$ cat src/rtl/spq_pkg.sv
// Package: types and constants shared by the sorted priority queue
`timescale 1ns / 1ps
package spq_pkg;

  localparam int DEPTH     = 16;
  localparam int KEY_WIDTH = 32;
  localparam int CNT_W     = $clog2(DEPTH + 1);
  localparam int IDX_W     = $clog2(DEPTH);

  typedef enum logic [1:0] {
    OP_INSERT = 2'd0,
    OP_REMOVE = 2'd1,
    OP_POP    = 2'd2
  } spq_op_e;

  typedef enum logic [1:0] {
    STAT_OK      = 2'd0,
    STAT_FULL    = 2'd1,
    STAT_EMPTY   = 2'd2,
    STAT_MISSING = 2'd3
  } spq_status_e;

  typedef enum logic {
    S_IDLE = 1'b0,
    S_EXEC = 1'b1
  } spq_state_e;

  typedef struct packed {
    logic [1:0]         opcode;
    logic signed [31:0] value;
  } spq_in_t;

  typedef struct packed {
    logic signed [31:0] popped_value;
    logic [1:0]         status;
    logic [4:0]         occupancy;
  } spq_out_t;

  typedef struct packed {
    logic load;
    logic exec;
  } spq_cmd_t;

endpackage

$ cat src/rtl/spq_controller.sv
// Controller: sequences capture and execution of one operation
`timescale 1ns / 1ps
module spq_controller import spq_pkg::*; (
  input  logic     clk_i,
  input  logic     rst_ni,
  input  logic     start,
  output logic     busy,
  output spq_cmd_t cmd_o
);

  spq_state_e state_q, state_d;

  always_ff @(posedge clk_i or negedge rst_ni) begin
    if (!rst_ni) begin
      state_q <= S_IDLE;
    end else begin
      state_q <= state_d;
    end
  end

  always_comb begin
    state_d    = state_q;
    cmd_o.load = 1'b0;
    cmd_o.exec = 1'b0;
    busy       = 1'b0;
    case (state_q)
      S_IDLE: begin
        if (start) begin
          cmd_o.load = 1'b1;
          state_d    = S_EXEC;
        end
      end
      S_EXEC: begin
        busy       = 1'b1;
        cmd_o.exec = 1'b1;
        state_d    = S_IDLE;
      end
      default: begin
        state_d = S_IDLE;
      end
    endcase
  end

endmodule

$ cat src/rtl/spq_datapath.sv
// Datapath: sorted key cells with parallel compare, count and result register
`timescale 1ns / 1ps
module spq_datapath import spq_pkg::*; (
  input  logic     clk_i,
  input  logic     rst_ni,
  input  spq_cmd_t cmd_i,
  input  spq_in_t  in_i,
  output logic     result_valid_o,
  output spq_out_t result_o
);

  spq_in_t                    in_q;
  logic signed [KEY_WIDTH-1:0] entries_q [DEPTH];
  logic signed [KEY_WIDTH-1:0] entries_d [DEPTH];
  logic [CNT_W-1:0]           count_q, count_d;
  logic                       valid_q;
  spq_out_t                   out_q, out_d;

  logic signed [KEY_WIDTH-1:0] key;
  logic [DEPTH-1:0]           cell_valid, cell_gt, cell_ge, cell_eq;
  logic                       full, empty, found, take_prev, place;
  logic signed [KEY_WIDTH-1:0] top_entry;

  always_ff @(posedge clk_i) begin
    if (cmd_i.load) begin
      in_q <= in_i;
    end
  end

  assign key       = in_q.value[KEY_WIDTH-1:0];
  assign full      = (count_q == CNT_W'(DEPTH));
  assign empty     = (count_q == '0);
  assign found     = |cell_eq;
  assign top_entry = entries_q[IDX_W'(count_q - CNT_W'(1))];

  always_comb begin
    for (int i = 0; i < DEPTH; i++) begin
      cell_valid[i] = (count_q > CNT_W'(i));
      cell_gt[i]    = cell_valid[i] && (entries_q[i] > key);
      cell_ge[i]    = cell_valid[i] && (entries_q[i] >= key);
      cell_eq[i]    = cell_valid[i] && (entries_q[i] == key);
    end
  end

  always_comb begin
    take_prev = 1'b0;
    place     = 1'b0;
    for (int i = 0; i < DEPTH; i++) begin
      entries_d[i] = entries_q[i];
    end
    count_d = count_q;
    out_d   = '{popped_value: '0, status: STAT_OK, occupancy: '0};
    case (spq_op_e'(in_q.opcode))
      OP_INSERT: begin
        if (full) begin
          out_d.status = STAT_FULL;
        end else begin
          for (int i = 0; i < DEPTH; i++) begin
            take_prev = (i > 0) && cell_gt[(i > 0) ? i - 1 : 0];
            place     = !take_prev && (cell_gt[i] || (count_q == CNT_W'(i)));
            if (take_prev) begin
              entries_d[i] = entries_q[(i > 0) ? i - 1 : 0];
            end else if (place) begin
              entries_d[i] = key;
            end
          end
          count_d = count_q + CNT_W'(1);
        end
      end
      OP_REMOVE: begin
        if (!found) begin
          out_d.status = STAT_MISSING;
        end else begin
          for (int i = 0; i < DEPTH - 1; i++) begin
            if (cell_ge[i]) begin
              entries_d[i] = entries_q[i + 1];
            end
          end
          count_d = count_q - CNT_W'(1);
        end
      end
      OP_POP: begin
        if (empty) begin
          out_d.status = STAT_EMPTY;
        end else begin
          out_d.popped_value = 32'(top_entry);
          count_d            = count_q - CNT_W'(1);
        end
      end
      default: begin
        out_d.status = STAT_OK;
      end
    endcase
    out_d.occupancy = 5'(count_d);
  end

  always_ff @(posedge clk_i) begin
    if (cmd_i.exec) begin
      for (int i = 0; i < DEPTH; i++) begin
        entries_q[i] <= entries_d[i];
      end
      out_q <= out_d;
    end
  end

  always_ff @(posedge clk_i or negedge rst_ni) begin
    if (!rst_ni) begin
      count_q <= '0;
      valid_q <= 1'b0;
    end else begin
      valid_q <= cmd_i.exec;
      if (cmd_i.exec) begin
        count_q <= count_d;
      end
    end
  end

  assign result_valid_o = valid_q;
  assign result_o       = out_q;

endmodule

$ cat src/rtl/sorted_priority_queue.sv
// A transfer at start is executed in the next cycle; its result strobes in the cycle after execution.
// A new transfer is taken only while idle, after the capture then execute sequence of the last one.
// All compares and shifts over the 16 key cells happen in the execute cycle.
// Reset: asynchronous, active low; clears the occupancy count and control, keys stay undefined.
// Results are not held off: each is shown for one cycle with result_valid_o.
`timescale 1ns / 1ps
module sorted_priority_queue import spq_pkg::*; (
  input  logic     clk_i,
  input  logic     rst_ni,
  input  logic     start,
  input  spq_in_t  cmd_i,
  output logic     busy,
  output logic     result_valid_o,
  output spq_out_t result_o
);

  spq_cmd_t ctrl_cmd;

  spq_controller u_ctrl (
    .clk_i  (clk_i),
    .rst_ni (rst_ni),
    .start  (start),
    .busy   (busy),
    .cmd_o  (ctrl_cmd)
  );

  spq_datapath u_dp (
    .clk_i          (clk_i),
    .rst_ni         (rst_ni),
    .cmd_i          (ctrl_cmd),
    .in_i           (cmd_i),
    .result_valid_o (result_valid_o),
    .result_o       (result_o)
  );

endmodule

$ cat config.mk
export PLATFORM = sky130hd
export DESIGN_NAME = sorted_priority_queue
export DESIGN_NICKNAME = d
export VERILOG_FILES = /design/src/rtl/spq_pkg.sv /design/src/rtl/spq_controller.sv /design/src/rtl/spq_datapath.sv /design/src/rtl/sorted_priority_queue.sv
export SDC_FILE = /design/constraint.sdc
export NUM_CORES = 2
export LEC_CHECK = 0
export BUFFER_PORTS_ARGS = -buffer_cell sky130_fd_sc_hd__buf_2
export CELL_PAD_IN_SITES_DETAIL_PLACEMENT = 1
export CELL_PAD_IN_SITES_GLOBAL_PLACEMENT = 1
export CORE_MARGIN = 8
export CORE_UTILIZATION = 30
export CTS_CLUSTER_SIZE = 30
export DETAILED_ROUTE_END_ITERATION = 10
export PLACE_DENSITY = 0.54
export SLEW_MARGIN = 20
export SYNTH_ARGS = -nofsm -noshare
export SYNTH_HDL_FRONTEND = slang
export SYNTH_HIERARCHICAL = 1
export SYNTH_SLANG_ARGS = --single-unit
$ cat constraint.sdc
create_clock -name clk_i -period 8.4 [get_ports clk_i]
set_clock_uncertainty 0.15 [all_clocks]
set_input_delay 0.84 -clock clk_i [delete_from_list [all_inputs] [get_ports clk_i]]
set_output_delay 0.84 -clock clk_i [all_outputs]
set_load 0.005 [all_outputs]
* Word level (Yosys, flattened, before mapping) *
Memories as Yosys holds them, arrays and structs flattened. A register that Yosys moved wholly into a read port is not among the register bits.
Cells that the tools add are included.

storage, ports and cells
  memories kept = 1
  input port bits = 37
  RAM bits = 512
  bits in registers = 48
  output and inout port bits = 41

operators by class
  add/sub/neg operators = 2
  mux-type cells = 64
  bitwise operators = 2
  order comparisons = 47
  reductions and logical operators = 97
  eq/ne operators = 34

memory list
  memory          depth  bits a word  rd ports  clocked after memory_dff  wr ports  RTL line            RTL
  u_dp.entries_q  16     32           17        1                         16        spq_datapath.sv:13  logic signed [KEY_WIDTH-1:0] entries_q [DEPTH];

operator list
  operator             number
  $mux 32              47
  $pmux 480 s2         1
  $eq 32x32->1         16
  $gt 32x32->1         16
  $mux 512             1
  $ge 32x32->1         15
  $mux 480             1
  $logic_and 1x1->1    62
  $eq 5x4->1 const B   8
  $gt 5x4->1 const B   8
  $eq 5x3->1 const B   4
  $gt 5x3->1 const B   4
  $logic_or 1x1->1     16
  $reduce_or 16->1     1
  $logic_not 1->1      15
  $mux 5               3
  $pmux 5 s3           1
  $eq 5x2->1 const B   2
  $gt 5x1->1 const B   2
  $gt 5x2->1 const B   2
  $mux 1               6
  $pmux 2 s3           1
  $add 5x1->5 const B  1
  $eq 5x1->1 const B   1
  other kinds (10)     12

* Depth between registers and ports, before layout *
An unclocked memory read counts as a cell.

  word-level depth = 9
  gate-level depth with buffers = 13
  gate-level depth less buffers = 11

* Cells and area by module *
The synthesis kept the hierarchy.

modules (own cells, without submodules)
  module          times used  cells an instance  area an instance (um2)  sequential area each (um2)
  spq_datapath    1           4080               44840.5                 17717.0
  spq_controller  1           4                  53.8                    25.0

* Worst setup path after synthesis *
Ideal clock, no wire load.

  path type = register -> register
  start = register, netlist name u_dp/key[23]
  end = memory u_dp.entries_q[12][0], enable pin
  slack = 0.049 ns
  required time = 7.656 ns
  stages on the path, launching flop included = 11
  data arrival time = 7.607 ns
  library setup time = 0.594 ns
  clock period less this slack = 8.351 ns
  buffers on the path = 0
  cells stage by stage = edfxtp_1 > inv_1 > ha_1 > nand4_1 > or4_1 > nand4b_1 > o2111ai_1 > a2111oi_2 > o2111ai_1 > o2111ai_1 > a2111oi_0

RTL lines
  element    RTL line
  to (decl)  spq_datapath.sv:13

==> impl_metrics.sql <==
INSERT INTO impl_metrics (metric_group, metric, value, unit) VALUES
('outcome', 'run_status', 'finished, final reports clean', ''),
('timing', 'slew_violations', '0', ''),
('clock_network', 'root_buffer', 'sky130_fd_sc_hd__clkbuf_16', ''),
('clock_network', 'cts_inserted_buffers', '79', ''),
('placement', 'place.gp.congestion', '0.972', ''),
('timing', 'achievable-frequency', '0.152', 'GHz'),
('die', 'start_util', '0.301', ''),
('synth', 'syn_area', '44900', 'um^2'),
('power_and_ir_drop', 'vdd_drop_max', '0.316', 'mV'),
('timing', 'slew_headroom', '0.0770', ''),
('timing', 'setup_violations', '0', ''),
('critical_path', 'path_buf_inv', '2', ''),
('power_and_ir_drop', 'switching_share', '0.392', ''),
('synth', 'postSynthAreaPerCell', '11.0', 'um^2'),
('die', 'die_height', '403', 'um'),
('route', 'initialDrtViolationCount', '3609', ''),
('layout', 'insertedDiodeCount', '0', ''),
('global_route', 'antenna_found_initial', '1', ''),
('run', 'timing.max_cap.violations', '0', ''),
('critical_path', 'crit_type', 'register to register', ''),
('power_and_ir_drop', 'leakage_power_of_the_design', '19.7', 'nW'),
('layout', 'finalCoreUtilization', '0.337', ''),
('critical_path', 'worst_setup_path_end_kind', 'register', ''),
('clock_network', 'post_cts_buffers', '0', ''),
('layout', 'finalNetCount', '4622', ''),
('power_and_ir_drop', 'net_switching_power_figure', '0.00520', 'W'),
('timing', 'finalCritPeriodShare', '0.784', ''),
('timing', 'final_period_minus_worst_setup_slack', '6.59', 'ns'),
('worst_hold_path', 'hp-start', 'cmd_i[2]', ''),
('timing', 'tightest_slew', '1.38', 'ns'),
('critical_path', 'critPathMaxFanout', '17', ''),
('route', 'post_route_antenna_net_violation_count', '0', ''),
('critical_path', 'cp_slowest_stage_delay', '1.08', 'ns'),
('critical_path', 'start_kind', 'register', ''),
('placement', 'pre_cts_ws', '1.96', 'ns'),
('clock_network', 'numClockSinks', '592', ''),
('placement', 'placement.io_buffers', '77', ''),
('power_and_ir_drop', 'power_density', '264', 'nW/um^2'),
('global_route', 'grt_remaining_overflow', '0', ''),
('synth', 'number_of_enable_flip_flop_cells_after_synthesis', '585', ''),
('global_route', 'grt_start_max_net_pins', '169', ''),
('synth', 'ys_dominant_reg_cell', 'sky130_fd_sc_hd__edfxtp_1', ''),
('critical_path', 'critical_path_arrival', '6.79', 'ns'),
('synth', 'synth_async_sr_flop_share', '0.0118', ''),
('synth', 'postSynthRegisterBits', '592', ''),
('layout', 'synthToLayoutAreaGrowth', '11.9', '%'),
('die', 'total_die_area', '162000', 'um^2'),
('critical_path', 'worst_path_dominant_cell_family', 'compound AO/OA/AOI/OAI gates', ''),
('clock_network', 'cts.htree.levels', '3', ''),
('route', 'finalWirelength', '204000', 'um'),
('clock_network', 'cts_tree', 'yes', ''),
('critical_path', 'worst-path-stages', '12', ''),
('die', 'row_count', '142', ''),
('timing', 'final_critical_path_setup_slack', '1.81', 'ns'),
('worst_hold_path', 'worstHoldPathType', 'input pin to register', ''),
('critical_path', 'worst_setup_sp', 'u_dp/key[19]$_DFFE_PP_', ''),
('clock_network', 'worst_skew_pair.late_latency', '0.70', 'ns'),
('route', 'first_pass_iters', '6', ''),
('layout', 'filler_cell_count', '16300', ''),
('critical_path', 'worstPathRequired', '8.60', 'ns'),
('timing', 'grt_setup_unrepaired', 'no', ''),
('route', 'avgRoutedWirePerCell', '33.6', 'um'),
('clock_network', 'worst_setup_hold_path_clk_slew', '0.06', 'ns'),
('synth', 'netlist_top_cells_area', 'sky130_fd_sc_hd__edfxtp_1 (39%), sky130_fd_sc_hd__ha_1 (14%), sky130_fd_sc_hd__mux2i_1 (9.9%), sky130_fd_sc_hd__mux4_2 (8.1%), sky130_fd_sc_hd__nand2_1 (4.7%)', ''),
('synth', 'mappedNetlistNets', '4638', ''),
('global_route', 'wire_length_of_the_first_global_routing_pass', '290000', 'um'),
('power_and_ir_drop', 'p_int', '0.00808', 'W'),
('route', 'drt-vias-per-instance', '6.02', ''),
('worst_hold_path', 'min_delay_path_depth', '1', ''),
('power_and_ir_drop', 'pwr-share-comb', '0.438', ''),
('critical_path', 'worst_r2r_path_depth', '12', '');
## cell usage after synthesis, drive strengths merged (5+ instances only)
cell,n
a2111oi,6
a211oi,26
a21boi,6
a21o,94
a21oi,193
a221oi,6
a311oi,8
a31oi,8
and3,9
and4,12
buf,78
clkbuf,190
dfrtp,7
edfxtp,585
ha,517
inv,69
mux2,33
mux2i,446
mux4,161
nand2,565
nand2b,17
nand3,46
nand4,114
nand4b,5
nor2,81
nor2b,66
nor3,32
nor4,16
o2111ai,7
o211ai,14
o21a,10
o21ai,396
o21bai,5
o221ai,9
o22ai,14
o31ai,163
or2,8
xnor2,6
## placed cells by master (no fill, tap or decap), types with 77 or more instances in the layout
cell type                     n
sky130_fd_sc_hd__clkbuf_16   83
sky130_fd_sc_hd__o21ai_1    332
sky130_fd_sc_hd__a21oi_1    190
sky130_fd_sc_hd__edfxtp_1   585
sky130_fd_sc_hd__nand2_1    564
sky130_fd_sc_hd__mux2i_1    446
sky130_fd_sc_hd__o31ai_1    163
sky130_fd_sc_hd__buf_2       77
sky130_fd_sc_hd__a21o_1      94
sky130_fd_sc_hd__ha_1       516
sky130_fd_sc_hd__buf_4       87
sky130_fd_sc_hd__mux4_2     161
sky130_fd_sc_hd__nor2_1      78
sky130_fd_sc_hd__nand4_1    114
## kinds of logic after synthesis
| kind of cell | synth area share |
|---|---|
| compound gates | 0.137 |
| simple gates | 0.102 |
| mux | 0.188 |
| flops | 0.395 |
| fa+ha+maj | 0.144 |
| buf+inv | 0.0317 |
| xor+xnor | 0.00195 |
## repair_timing
| item | CTS | global route |
|---|---|---|
| hold endpoints to repair | 7 | 0 |
| gates resized for setup | 0 | 0 |
| setup endpoints to repair | 0 | 0 |
| hold buffers | 1 | 0 |
## worst reg2reg max path: stages, from the launching register on
cell and delay, ns:
sky130_fd_sc_hd__edfxtp_1 0.73, sky130_fd_sc_hd__inv_1 0.57, sky130_fd_sc_hd__ha_1 0.53, sky130_fd_sc_hd__nand4_1 0.13, sky130_fd_sc_hd__nor4_1 1.08, sky130_fd_sc_hd__nand3_1 0.33
sky130_fd_sc_hd__o21ai_0 0.33, sky130_fd_sc_hd__a2111oi_2 0.16, sky130_fd_sc_hd__o2111ai_1 0.15, sky130_fd_sc_hd__o2111ai_2 0.46, sky130_fd_sc_hd__a311o_1 0.54, sky130_fd_sc_hd__a31oi_4 0.62
sky130_fd_sc_hd__buf_4 0.45
## routing by layer
metal / vias to the layer above / track usage / wire [um]
met3: 253 / 0.0380 / 12900
met2: 1289 / 0.384 / 92000
met4: 2 / 0.0757 / 6360
met5: - / 0 / 13
li1: 15900 / - / -
met1: 19200 / 0.346 / 92600
## flip-flops by register name (all words and copies together), names as in the netlist
register	cells
u_dp/result_valid_o	1
u_dp/count_q	5
u_dp/key	32
u_ctrl/state_q	1
u_dp/in_q	2
u_dp/result_o	39
u_dp/entries_q	512
## layout make-up
class / count / area share
clock buffers: 103 / 0.0438
clock inverters: 42 / 0.00747
inverters: 69 / 0.00515
multi-input cells: 3155 / 0.519
flip-flops and latches: 592 / 0.353
well taps: 1944 / 0.0484
repair buffers: 171 / 0.0233
## stage by stage
step	instances	cell area, um^2	power [W]	hold slack, ns
finish	6076	50300	0.0133	0.170
global route	6076	50300	0.0138	0.144
CTS	6076	50200	0.0134	0.115
detailed placement	5930	47700	0.00984	0.444
global placement	5930	47600	0.00979	0.434
floorplan	4084	44900	0.00775	0.338
## power groups by stage
stage	logic (W)	registers, W	clock network, W
5_1_grt	0.00612	0.00401	0.00364
3_3_place_gp	0.00576	0.00404	0
4_1_cts	0.00582	0.00398	0.00356
3_5_place_dp	0.00579	0.00404	0
2_1_floorplan	0.00392	0.00383	0
6_report	0.00582	0.00399	0.00347
## worst paths after layout
check,to,slack [ns]
max in group asynchronous,u_ctrl/state_q$_DFF_PN0_,7.53
hold / removal,u_dp/key[2]$_DFFE_PP_,0.17
hold reg to reg,u_dp/entries_q[14][20]$_DFFE_PP_,0.46
min in group asynchronous,u_dp/count_q[0]$_DFFE_PN0P_,0.37
setup / recovery,u_dp/entries_q[8][26]$_DFFE_PP_,1.81
setup reg to reg,u_dp/entries_q[8][26]$_DFFE_PP_,1.81
No activity file was read; power rests on OpenSTA's default activity.
